File: src/cdps_pkg.sv
// Shared types and constants for the clock divider pair search unit.
`timescale 1ns / 1ps
`default_nettype none

package cdps_pkg;

  localparam int RATE_W       = 31;
  localparam int PRE_FIELD_W  = 4;
  localparam int POST_FIELD_W = 7;
  localparam int NUM_W        = RATE_W + 1;
  localparam int PRE_MAX_DEF  = 8;
  localparam int POST_MAX_DEF = 64;

  localparam logic [RATE_W-1:0] START_DISTANCE = {RATE_W{1'b1}};

  typedef enum logic [1:0] {
    DSEL_PRE,
    DSEL_POST,
    DSEL_UP1,
    DSEL_UP2
  } div_sel_t;

  typedef enum logic [3:0] {
    ST_IDLE,
    ST_PRE_START,
    ST_PRE_WAIT,
    ST_POST_START,
    ST_POST_WAIT,
    ST_CMP,
    ST_UP1_START,
    ST_UP1_WAIT,
    ST_UP2_START,
    ST_UP2_WAIT,
    ST_DONE
  } state_t;

  typedef struct packed {
    logic     load;
    logic     div_start;
    div_sel_t div_sel;
    logic     stage_cap;
    logic     dist_cap;
    logic     compare;
    logic     pre_inc;
    logic     post_inc;
    logic     ceil_cap;
    logic     result_cap;
  } dp_cmd_t;

  typedef struct packed {
    logic div_done;
    logic pre_last;
    logic post_last;
  } dp_stat_t;

endpackage

`default_nettype wire

File: src/cdps_div.sv
// Restoring divider that produces one quotient bit per clock cycle.
`timescale 1ns / 1ps
`default_nettype none

module cdps_div #(
  parameter int NUM_W = 32,
  parameter int DEN_W = 7
) (
  input  wire logic             clk,
  input  wire logic             rst,
  input  wire logic             start,
  input  wire logic [NUM_W-1:0] dividend,
  input  wire logic [DEN_W-1:0] divisor,
  output logic                  done,
  output logic [NUM_W-1:0]      quotient
);

  localparam int CNT_W = (NUM_W > 1) ? $clog2(NUM_W) : 1;

  logic             active;
  logic [CNT_W-1:0] cnt;
  logic [NUM_W-1:0] num;
  logic [DEN_W-1:0] den;
  logic [DEN_W-1:0] rem;
  logic [DEN_W:0]   trial;
  logic             q_bit;

  always_comb begin
    trial = {rem, num[NUM_W-1]};
    q_bit = (trial >= {1'b0, den});
  end

  always_ff @(posedge clk) begin
    if (rst) begin
      active <= 1'b0;
      done   <= 1'b0;
      cnt    <= '0;
    end else begin
      done <= 1'b0;
      if (start) begin
        active <= 1'b1;
        cnt    <= '0;
      end else if (active) begin
        cnt <= cnt + CNT_W'(1);
        if (cnt == CNT_W'(NUM_W - 1)) begin
          active <= 1'b0;
          done   <= 1'b1;
        end
      end
    end
  end

  always_ff @(posedge clk) begin
    if (start) begin
      num <= dividend;
      den <= divisor;
      rem <= '0;
    end else if (active) begin
      // The remainder stays below the divisor, so it fits DEN_W bits.
      if (q_bit) begin
        rem <= DEN_W'(trial - {1'b0, den});
      end else begin
        rem <= trial[DEN_W-1:0];
      end
      num <= {num[NUM_W-2:0], q_bit};
    end
  end

  assign quotient = num;

endmodule

`default_nettype wire

File: src/cdps_datapath.sv
// Datapath: operand registers, divider, distance compare and result registers.
`timescale 1ns / 1ps
`default_nettype none

module cdps_datapath #(
  parameter int PRE_MAX  = cdps_pkg::PRE_MAX_DEF,
  parameter int POST_MAX = cdps_pkg::POST_MAX_DEF
) (
  input  wire logic                                 clk,
  input  wire logic                                 rst,
  input  wire cdps_pkg::dp_cmd_t                    cmd,
  output cdps_pkg::dp_stat_t                        stat,
  input  wire logic [cdps_pkg::RATE_W-1:0]          target_rate,
  input  wire logic [cdps_pkg::RATE_W-1:0]          source_rate,
  output logic      [cdps_pkg::PRE_FIELD_W-1:0]     pre_divisor,
  output logic      [cdps_pkg::POST_FIELD_W-1:0]    post_divisor,
  output logic      [cdps_pkg::RATE_W-1:0]          rounded_rate,
  output logic                                      found
);

  import cdps_pkg::*;

  localparam int PW  = $clog2(PRE_MAX + 1);
  localparam int SW  = $clog2(POST_MAX + 1);
  localparam int DVW = (PW > SW) ? PW : SW;

  logic [RATE_W-1:0] target;
  logic [RATE_W-1:0] parent;
  logic [RATE_W-1:0] stage;
  logic [RATE_W-1:0] distance;
  logic [RATE_W-1:0] best;
  logic [RATE_W-1:0] ceil1;
  logic [PW-1:0]     pre_cnt;
  logic [SW-1:0]     post_cnt;
  logic [PW-1:0]     pre_sel;
  logic [SW-1:0]     post_sel;
  logic              hit;

  logic [NUM_W-1:0]  div_num;
  logic [DVW-1:0]    div_den;
  logic              div_done;
  logic [NUM_W-1:0]  div_quot;
  logic [RATE_W-1:0] q;

  always_comb begin
    case (cmd.div_sel)
      DSEL_PRE: begin
        div_num = {1'b0, parent};
        div_den = DVW'(pre_cnt);
      end
      DSEL_POST: begin
        div_num = {1'b0, stage};
        div_den = DVW'(post_cnt);
      end
      DSEL_UP1: begin
        div_num = {1'b0, parent} + NUM_W'(pre_sel) - NUM_W'(1);
        div_den = DVW'(pre_sel);
      end
      DSEL_UP2: begin
        div_num = {1'b0, ceil1} + NUM_W'(post_sel) - NUM_W'(1);
        div_den = DVW'(post_sel);
      end
      default: begin
        div_num = '0;
        div_den = DVW'(1);
      end
    endcase
  end

  cdps_div #(
    .NUM_W(NUM_W),
    .DEN_W(DVW)
  ) u_div (
    .clk     (clk),
    .rst     (rst),
    .start   (cmd.div_start),
    .dividend(div_num),
    .divisor (div_den),
    .done    (div_done),
    .quotient(div_quot)
  );

  assign q = div_quot[RATE_W-1:0];

  assign stat.div_done  = div_done;
  assign stat.pre_last  = (pre_cnt == PW'(PRE_MAX));
  assign stat.post_last = (post_cnt == SW'(POST_MAX));

  assign hit = (distance < best);

  always_ff @(posedge clk) begin
    if (rst) begin
      pre_cnt  <= PW'(1);
      post_cnt <= SW'(1);
      pre_sel  <= PW'(1);
      post_sel <= SW'(1);
      best     <= START_DISTANCE;
      found    <= 1'b0;
    end else begin
      if (cmd.load) begin
        pre_cnt  <= PW'(1);
        post_cnt <= SW'(1);
        pre_sel  <= PW'(1);
        post_sel <= SW'(1);
        best     <= START_DISTANCE;
        found    <= 1'b0;
      end else begin
        if (cmd.compare && hit) begin
          best     <= distance;
          pre_sel  <= pre_cnt;
          post_sel <= post_cnt;
          found    <= 1'b1;
        end
        if (cmd.pre_inc) begin
          pre_cnt <= pre_cnt + PW'(1);
        end
        if (cmd.stage_cap) begin
          post_cnt <= SW'(1);
        end else if (cmd.post_inc) begin
          post_cnt <= post_cnt + SW'(1);
        end
      end
    end
  end

  always_ff @(posedge clk) begin
    if (cmd.load) begin
      target <= target_rate;
      parent <= source_rate;
    end
    if (cmd.stage_cap) begin
      stage <= q;
    end
    if (cmd.dist_cap) begin
      distance <= (q >= target) ? (q - target) : (target - q);
    end
    if (cmd.ceil_cap) begin
      ceil1 <= q;
    end
    if (cmd.result_cap) begin
      rounded_rate <= q;
      pre_divisor  <= PRE_FIELD_W'(pre_sel);
      post_divisor <= POST_FIELD_W'(post_sel);
    end
  end

endmodule

`default_nettype wire

File: src/cdps_ctrl.sv
// Controller state machine that sequences the divider pair search.
`timescale 1ns / 1ps
`default_nettype none

module cdps_ctrl (
  input  wire logic               clk,
  input  wire logic               rst,
  input  wire logic               start,
  input  wire cdps_pkg::dp_stat_t stat,
  output cdps_pkg::dp_cmd_t       cmd,
  output logic                    busy,
  output logic                    done
);

  import cdps_pkg::*;

  state_t state;
  state_t state_next;

  always_ff @(posedge clk) begin
    if (rst) begin
      state <= ST_IDLE;
    end else begin
      state <= state_next;
    end
  end

  always_comb begin
    state_next = state;
    case (state)
      ST_IDLE: begin
        if (start) state_next = ST_PRE_START;
      end
      ST_PRE_START:  state_next = ST_PRE_WAIT;
      ST_PRE_WAIT: begin
        if (stat.div_done) state_next = ST_POST_START;
      end
      ST_POST_START: state_next = ST_POST_WAIT;
      ST_POST_WAIT: begin
        if (stat.div_done) state_next = ST_CMP;
      end
      ST_CMP: begin
        if (!stat.post_last) begin
          state_next = ST_POST_START;
        end else if (!stat.pre_last) begin
          state_next = ST_PRE_START;
        end else begin
          state_next = ST_UP1_START;
        end
      end
      ST_UP1_START:  state_next = ST_UP1_WAIT;
      ST_UP1_WAIT: begin
        if (stat.div_done) state_next = ST_UP2_START;
      end
      ST_UP2_START:  state_next = ST_UP2_WAIT;
      ST_UP2_WAIT: begin
        if (stat.div_done) state_next = ST_DONE;
      end
      ST_DONE:       state_next = ST_IDLE;
      default:       state_next = ST_IDLE;
    endcase
  end

  always_comb begin
    cmd         = '0;
    cmd.div_sel = DSEL_PRE;
    case (state)
      ST_IDLE:       cmd.load = start;
      ST_PRE_START: begin
        cmd.div_start = 1'b1;
        cmd.div_sel   = DSEL_PRE;
      end
      ST_PRE_WAIT:   cmd.stage_cap = stat.div_done;
      ST_POST_START: begin
        cmd.div_start = 1'b1;
        cmd.div_sel   = DSEL_POST;
      end
      ST_POST_WAIT:  cmd.dist_cap = stat.div_done;
      ST_CMP: begin
        cmd.compare  = 1'b1;
        cmd.post_inc = !stat.post_last;
        cmd.pre_inc  = stat.post_last && !stat.pre_last;
      end
      ST_UP1_START: begin
        cmd.div_start = 1'b1;
        cmd.div_sel   = DSEL_UP1;
      end
      ST_UP1_WAIT:   cmd.ceil_cap = stat.div_done;
      ST_UP2_START: begin
        cmd.div_start = 1'b1;
        cmd.div_sel   = DSEL_UP2;
      end
      ST_UP2_WAIT:   cmd.result_cap = stat.div_done;
      default:       cmd.div_sel = DSEL_PRE;
    endcase
  end

  assign busy = (state != ST_IDLE);
  assign done = (state == ST_DONE);

  // The divider is only ever started while no division is finishing.
  assert property (@(posedge clk) disable iff (rst) cmd.div_start |-> !stat.div_done)
    else $error("divider started while a division was completing");

  // A comparison always follows a completed post-divider division.
  assert property (@(posedge clk) disable iff (rst) (state == ST_CMP) |-> $past(stat.div_done))
    else $error("compare without a fresh quotient");

  // Leaving the compare step for the final rounding only after the last pair.
  assert property (@(posedge clk) disable iff (rst)
      (state == ST_CMP) && (state_next == ST_UP1_START) |-> stat.pre_last && stat.post_last)
    else $error("search ended before the last divider pair");

endmodule

`default_nettype wire

File: src/clock_divider_pair_search_unit.sv
// Top level of the clock divider pair search unit.
`timescale 1ns / 1ps
`default_nettype none

// A transaction is accepted on a rising edge with start high and busy low;
// the unit then searches every pre-divider from 1 to PRE_MAX and, for each,
// every post-divider from 1 to POST_MAX, keeping the first pair whose rate
// floor(floor(parent/pre)/post) lies closest to the target rate, and finally
// works out the rate rounded up, ceil(ceil(parent/pre)/post), for that pair.
// All divisions share one restoring divider that yields one quotient bit per
// cycle. The result on pre_divisor, post_divisor, rounded_rate and found is
// marked by done, high for exactly one cycle; the receiver cannot stall it,
// and busy stays high until that cycle is over, so one transaction is in
// flight at a time. When no pair beats the starting distance (a zero parent
// rate with the largest target), found is low, both divisors read 1 and
// rounded_rate reads 0.

module clock_divider_pair_search_unit #(
  parameter int PRE_MAX  = cdps_pkg::PRE_MAX_DEF,
  parameter int POST_MAX = cdps_pkg::POST_MAX_DEF
) (
  input  wire logic                              clk,
  input  wire logic                              rst,
  input  wire logic                              start,
  output logic                                   busy,
  input  wire logic [cdps_pkg::RATE_W-1:0]       target_rate,
  input  wire logic [cdps_pkg::RATE_W-1:0]       source_rate,
  output logic                                   done,
  output logic      [cdps_pkg::PRE_FIELD_W-1:0]  pre_divisor,
  output logic      [cdps_pkg::POST_FIELD_W-1:0] post_divisor,
  output logic      [cdps_pkg::RATE_W-1:0]       rounded_rate,
  output logic                                   found
);

  import cdps_pkg::*;

  // Commands flow from the controller to the datapath; status flows back.
  dp_cmd_t  cmd;
  dp_stat_t stat;

  cdps_ctrl u_ctrl (
    .clk  (clk),
    .rst  (rst),
    .start(start),
    .stat (stat),
    .cmd  (cmd),
    .busy (busy),
    .done (done)
  );

  cdps_datapath #(
    .PRE_MAX (PRE_MAX),
    .POST_MAX(POST_MAX)
  ) u_datapath (
    .clk         (clk),
    .rst         (rst),
    .cmd         (cmd),
    .stat        (stat),
    .target_rate (target_rate),
    .source_rate (source_rate),
    .pre_divisor (pre_divisor),
    .post_divisor(post_divisor),
    .rounded_rate(rounded_rate),
    .found       (found)
  );

  // The result strobe only ever appears inside a transaction.
  assert property (@(posedge clk) disable iff (rst) done |-> busy)
    else $error("result strobe outside a transaction");

  // An accepted transaction makes the unit busy on the next cycle.
  assert property (@(posedge clk) disable iff (rst) start && !busy |=> busy && !done)
    else $error("accepted transaction did not start the search");

  // The result strobe lasts a single cycle and then the unit is free.
  assert property (@(posedge clk) disable iff (rst) done |=> !done && !busy)
    else $error("result strobe held for more than one cycle");

  // With no pair found, the reported pair is the default one with a zero rate.
  assert property (@(posedge clk) disable iff (rst)
      done && !found |-> (pre_divisor == PRE_FIELD_W'(1)) &&
                          (post_divisor == POST_FIELD_W'(1)) && (rounded_rate == '0))
    else $error("default result not reported when no pair was found");

endmodule

`default_nettype wire

File: config.mk
export PLATFORM = sky130hd
export DESIGN_NAME = clock_divider_pair_search_unit
export DESIGN_NICKNAME = d
export VERILOG_FILES = /design/src/cdps_pkg.sv /design/src/cdps_div.sv /design/src/cdps_datapath.sv /design/src/cdps_ctrl.sv /design/src/clock_divider_pair_search_unit.sv
export SDC_FILE = /design/constraint.sdc
export NUM_CORES = 1
export LEC_CHECK = 0
export BUFFER_PORTS_ARGS = -buffer_cell sky130_fd_sc_hd__buf_2
export CAP_MARGIN = 20
export CELL_PAD_IN_SITES_DETAIL_PLACEMENT = 1
export CELL_PAD_IN_SITES_GLOBAL_PLACEMENT = 1
export CORE_ASPECT_RATIO = 1.4
export CORE_MARGIN = 5
export CORE_UTILIZATION = 44
export DETAILED_ROUTE_END_ITERATION = 10
export GPL_TIMING_DRIVEN = 0
export MAX_ROUTING_LAYER = met4
export PLACE_DENSITY = 0.84
export SLEW_MARGIN = 20
export SYNTH_ARGS = -nofsm -noshare
export SYNTH_HDL_FRONTEND = slang
export SYNTH_SLANG_ARGS = --single-unit
export TNS_END_PERCENT = 50
File: constraint.sdc
create_clock -name clk -period 3.7 [get_ports clk]
set_input_delay 0.37 -clock clk [delete_from_list [all_inputs] [get_ports clk]]
set_output_delay 0.37 -clock clk [all_outputs]
set_load 0.05 [all_outputs]
==> flow_results.org <==
** Status
- The run finished, with violations left.
- The final reports fail on negative setup slack.

** Timing
- Unrepaired setup endpoints after global routing :: yes
- The worst pin sits at a relative slew slack of 41.7%.
- In the post-route analysis, the smallest setup slack over all paths is -0.0493 ns.
- Setup clock skew after layout :: slightly below 0.04 ns
- The worst path uses 101% of the clock period.
- Setup violations remaining at the end of the flow were counted as 1.
- The final number of max-transition violations was 0.
- Static timing analysis puts the maximum clock frequency at between 0.2 and 0.3 GHz.
- At the pin with the least slew margin, the transition time is between 0.8 and 0.9 ns.
- Shortest period the worst path allows :: around 3.7 ns
- Hold is met by 0.0179 ns.
- Final hold violation count :: 0

** Global route
- Antenna violations before repair :: 1
- Maximum number of pins on one net before global-route repair :: 53
- Global-route wire length before repair :: 101000 um
- The total overflow left after global routing is 0.
- GRT Util Overall :: between 20% and 30%
- The via count of the first global-routing pass came to between 15k and 20k.

** Floorplan
- DIE HEIGHT :: approximately 260 um
- Row count :: 90
- Initial core utilization :: 44.5%
- Die span in x :: ~190 um
- Number of placed I/O pins :: 110
- The floorplan step defined a die boundary enclosing 48100 sq um.
- Area of the core :: 43200 sq um

** Clock network
- The cell sitting at the root of the clock tree is a clkbuf_16.
- The clock passes through at most 3 buffers.
- The clock tree synthesis step divided the H-tree into 2 levels.
- The number of clock buffers added by TritonCTS is 34.
- TritonCTS built the clock tree.
- Skew-Pair Late Insertion Delay :: 0.55 ns
- Number of sinks handled by clock tree synthesis :: 308
- Clock slew at the register clock pins of the worst setup and hold paths :: 0.06 ns

** Synth
- List of most frequent post-synthesis cells :: 236 x edfxtp_1, 228 x inv_1, 175 x ha_1
- Synthesis Warnings :: 0
- The synthesized design spends more area on one cell type than any other, namely edfxtp_1.
- Summing the sequential cell areas from Yosys gives between 40% and 50% of the chip area.
- Counting flops and latches in the post-synthesis netlist gives 308.
- After synthesis, the share of flip-flops with an asynchronous set or reset is 0%.
- Synthesis produced a netlist with a net count of ~2.2k.
- A synthesized cell averages 9.88 sq um.
- The netlist uses roughly 80 different library cells.
- In this run, synthesis inferred roughly 240 flip-flops with an integrated enable.
- Of the post-synthesis cell area, the dominant cell type holds between 30% and 40%.
- Flip-flop cell with the highest count after synthesis :: edfxtp_1
- Most common cell in the netlist :: edfxtp_1
- Leading cell types by total area after synthesis :: edfxtp_1 37%, ha_1 11%, dfxtp_1 7.5%, inv_1 4.4%, a21oi_1 3.7%
- Synthesis produced 1949 cells.
- The synthesized netlist occupies a cell area of 19300 sq um.

** Power
- Worst ir drop on vdd :: 0.000365 V
- Leakage component of the power :: 9.70 nW
- Power density over the cells :: around 800 nW/um^2

** Critical path
- Critical Path Start Type :: flop
- The critical path is of the reg -> reg type.
- At the worst endpoint, the required time is 3.97 ns.
- Worst path max stage delay :: 0.51 ns
- Sequence of cells on the critical path :: inv_1 -> ha_1 -> nand2_1 -> nor2_1 -> a211oi_2 -> nand3_2 -> nor3_4 -> buf_4 -> mux2_4 -> o221a_4 -> a221o_1 -> a311o_1
- Worst Reg-to-Reg Cells :: 12
- CP endpoint kind :: flop
- Along the worst path, the maximum fanout reaches 8.
- Reg-to-reg slack, setup :: -0.05 ns
- In this run the critical register-to-register path is captured at u_datapath.distance[28].
- Slowest-stage cell, CP :: edfxtp_1
- Data arrives at the worst endpoint at 4.02 ns.
- The startpoint identified for the worst register-to-register timing path is u_datapath.u_div.quotient[29].

** Final layout
- Measured on the finished design, the core utilization comes to 52.8%.
- Post-Layout Inst Area :: 22800 sq um
- Fill cells in the final layout number about 5k.
- The count of cells in the finished layout, fillers not included, comes to 2768.
- At the end of the flow, the number of nets in the layout was around 2.4k.
- Number of antenna cells inserted :: 0
- Relative area change from synthesis to final layout :: 18.5%
- Of the cells placed in the final design, the portion with a size suffix greater than 1 is 14.9%.

** Placed design
- Total half-perimeter wirelength after legalization and detailed placement :: 48200 um
- Input and output buffers added on the ports amount to around 110.
- GPL Wtd Cong :: 0.920
- Placed instance area :: 20600 sq um
- Including well taps, the total number of placed cells is 2614.

** Routing
- After detailed routing, the total wire length is 66400 um.
- For this block, the via count after detailed routing is 16.8k.
- Violation count after the first detailed-routing iteration :: about 1.0k
- Count of antenna-violating nets left after detailed routing :: 0
- After detailed routing, the number of remaining DRC violations is 0.
- Count of TritonRoute iterations in the first routing pass :: 5
- Dividing the detail-routed via count by the number of cells gives 6.08.
- Average wire per standard cell :: 24.0 um

** Hold path
- The path class of the tightest hold or removal check is in -> reg.
- Counting instances, the worst hold path has a depth of 1.
- The startpoint identified for the worst hold timing path is target_rate[23].
- Endpoint, Worst Hold :: u_datapath.target[23]

** Flow run
- Max-cap violations :: 0
state kept, by name, summed over array words and instances, names as in the netlist:
name / cells
u_datapath.post_cnt: 7
u_datapath.best: 31
u_datapath.u_div.done: 1
u_datapath.stage: 31
u_datapath.u_div.quotient: 32
u_datapath.target: 31
u_datapath.pre_divisor: 4
u_datapath.u_div.active: 1
u_datapath.u_div.rem: 7
u_datapath.found: 1
u_ctrl.state: 4
u_datapath.ceil1: 31
u_datapath.post_divisor: 7
u_datapath.pre_sel: 4
u_datapath.parent: 31
u_datapath.u_div.cnt: 5
u_datapath.pre_cnt: 4
u_datapath.rounded_rate: 31
u_datapath.u_div.den: 7
u_datapath.distance: 31
u_datapath.post_sel: 7
layout make-up:
| class | count | area [sq um] | area share (%) |
|---|---|---|---|
| tap | 552 | 691 | 3.03 |
| sequential | 308 | 8530 | 37.4 |
| clock inverter | 19 | 199 | 0.871 |
| clock buffer | 42 | 926 | 4.06 |
| buffer | 85 | 405 | 1.78 |
| multi-input combinational | 1325 | 9770 | 42.8 |
| timing repair buffer | 208 | 1450 | 6.34 |
| inverter | 229 | 860 | 3.77 |
worst max-delay path: cells and delay by family (launching register included):
family,cells,cell delay (ns)
AO/OA/AOI/OAI,4,1.23
adder cells (fa/ha/maj),1,0.47
buffers and inverters,2,0.27
flip-flops,1,0.51
multiplexers,1,0.30
AND/OR/NAND/NOR,4,0.67
placed cells by master, fill, tap and decap left out, types with 29 or more instances in the layout:
master / instances
edfxtp_1: 236
inv_1: 222
ha_1: 169
a21oi_1: 135
nand2_1: 130
buf_2: 121
nor2_1: 113
o21ai_0: 99
dfxtp_1: 71
a21o_1: 68
buf_4: 57
clkbuf_1: 56
xnor2_1: 52
o211ai_1: 45
dlygate4sd3_1: 45
xor2_1: 42
clkbuf_16: 35
nand4_1: 32
mux2i_1: 31
nor3_1: 29
o21bai_1: 29
where the power goes:
part	switching, mW	internal (mW)	leakage [nW]
combinational	6.26	3.72	6.39
clock	1.51	2.01	0.548
sequential	0.528	4.77	2.76
total	8.30	10.5	9.70
stage by stage:
| stage | setup WS [ns] | TNS [ns] | power (mW) |
|---|---|---|---|
| 4_1_cts | 0.00167 | 0 | 18.6 |
| 6_report | -0.0493 | -0.0493 | 18.8 |
| 2_1_floorplan | 0.148 | 0 | 11.2 |
| 3_5_place_dp | -0.893 | -31.19 | 14.1 |
| 5_1_grt | -0.139 | -0.543 | 19.8 |
| 3_3_place_gp | -1.41 | -113.32 | 13.7 |
layer usage:
metal	wire length [um]	vias up	track usage (%)
met1	24200	8309	29.3
met5	0	-	-
met2	34100	706	49.0
li1	-	7588	-
met4	4370	0	15.1
met3	3790	221	3.42
cell families (layout without fill, tap and decap cells):
group / count (synthesis) / after routing / synth area share (%)
AOI/OAI and AO/OA: 579 / 579 / 20.2
xor gates and xnor gates: 94 / 94 / 4.27
adders and majority gates: 180 / 180 / 11.9
buffers and inverters: 316 / 583 / 6.40
DFF: 308 / 308 / 44.3
muxes: 40 / 40 / 2.14
and+or+nand+nor: 432 / 432 / 10.8
worst max-delay path by stage:
stage | from | end | slack (ns) | cells after the start
final | u_datapath.u_div.quotient[29] | u_datapath.distance[28] | -0.05 | 12
after detailed placement | u_datapath.pre_sel[1] | u_datapath.u_div.quotient[31] | -0.89 | 14
after CTS | u_datapath.u_div.quotient[24] | u_datapath.distance[28] | 0.002 | 13
after floorplan | u_datapath.pre_sel[1] | u_datapath.u_div.quotient[31] | 0.15 | 14
after global routing | u_datapath.parent[1] | u_datapath.u_div.quotient[31] | -0.14 | 14
after global placement | u_ctrl.state[0] | u_datapath.pre_sel[0] | -1.41 | 7
timing repair:
item	CTS	global route
setup buffers	50	0
endpoints found under the hold margin	41	4
setup endpoints to repair	84	57
hold buffers	41	4
gates resized for setup	57	19
pin swaps	21	4
Power figures use the tool's default switching activity.
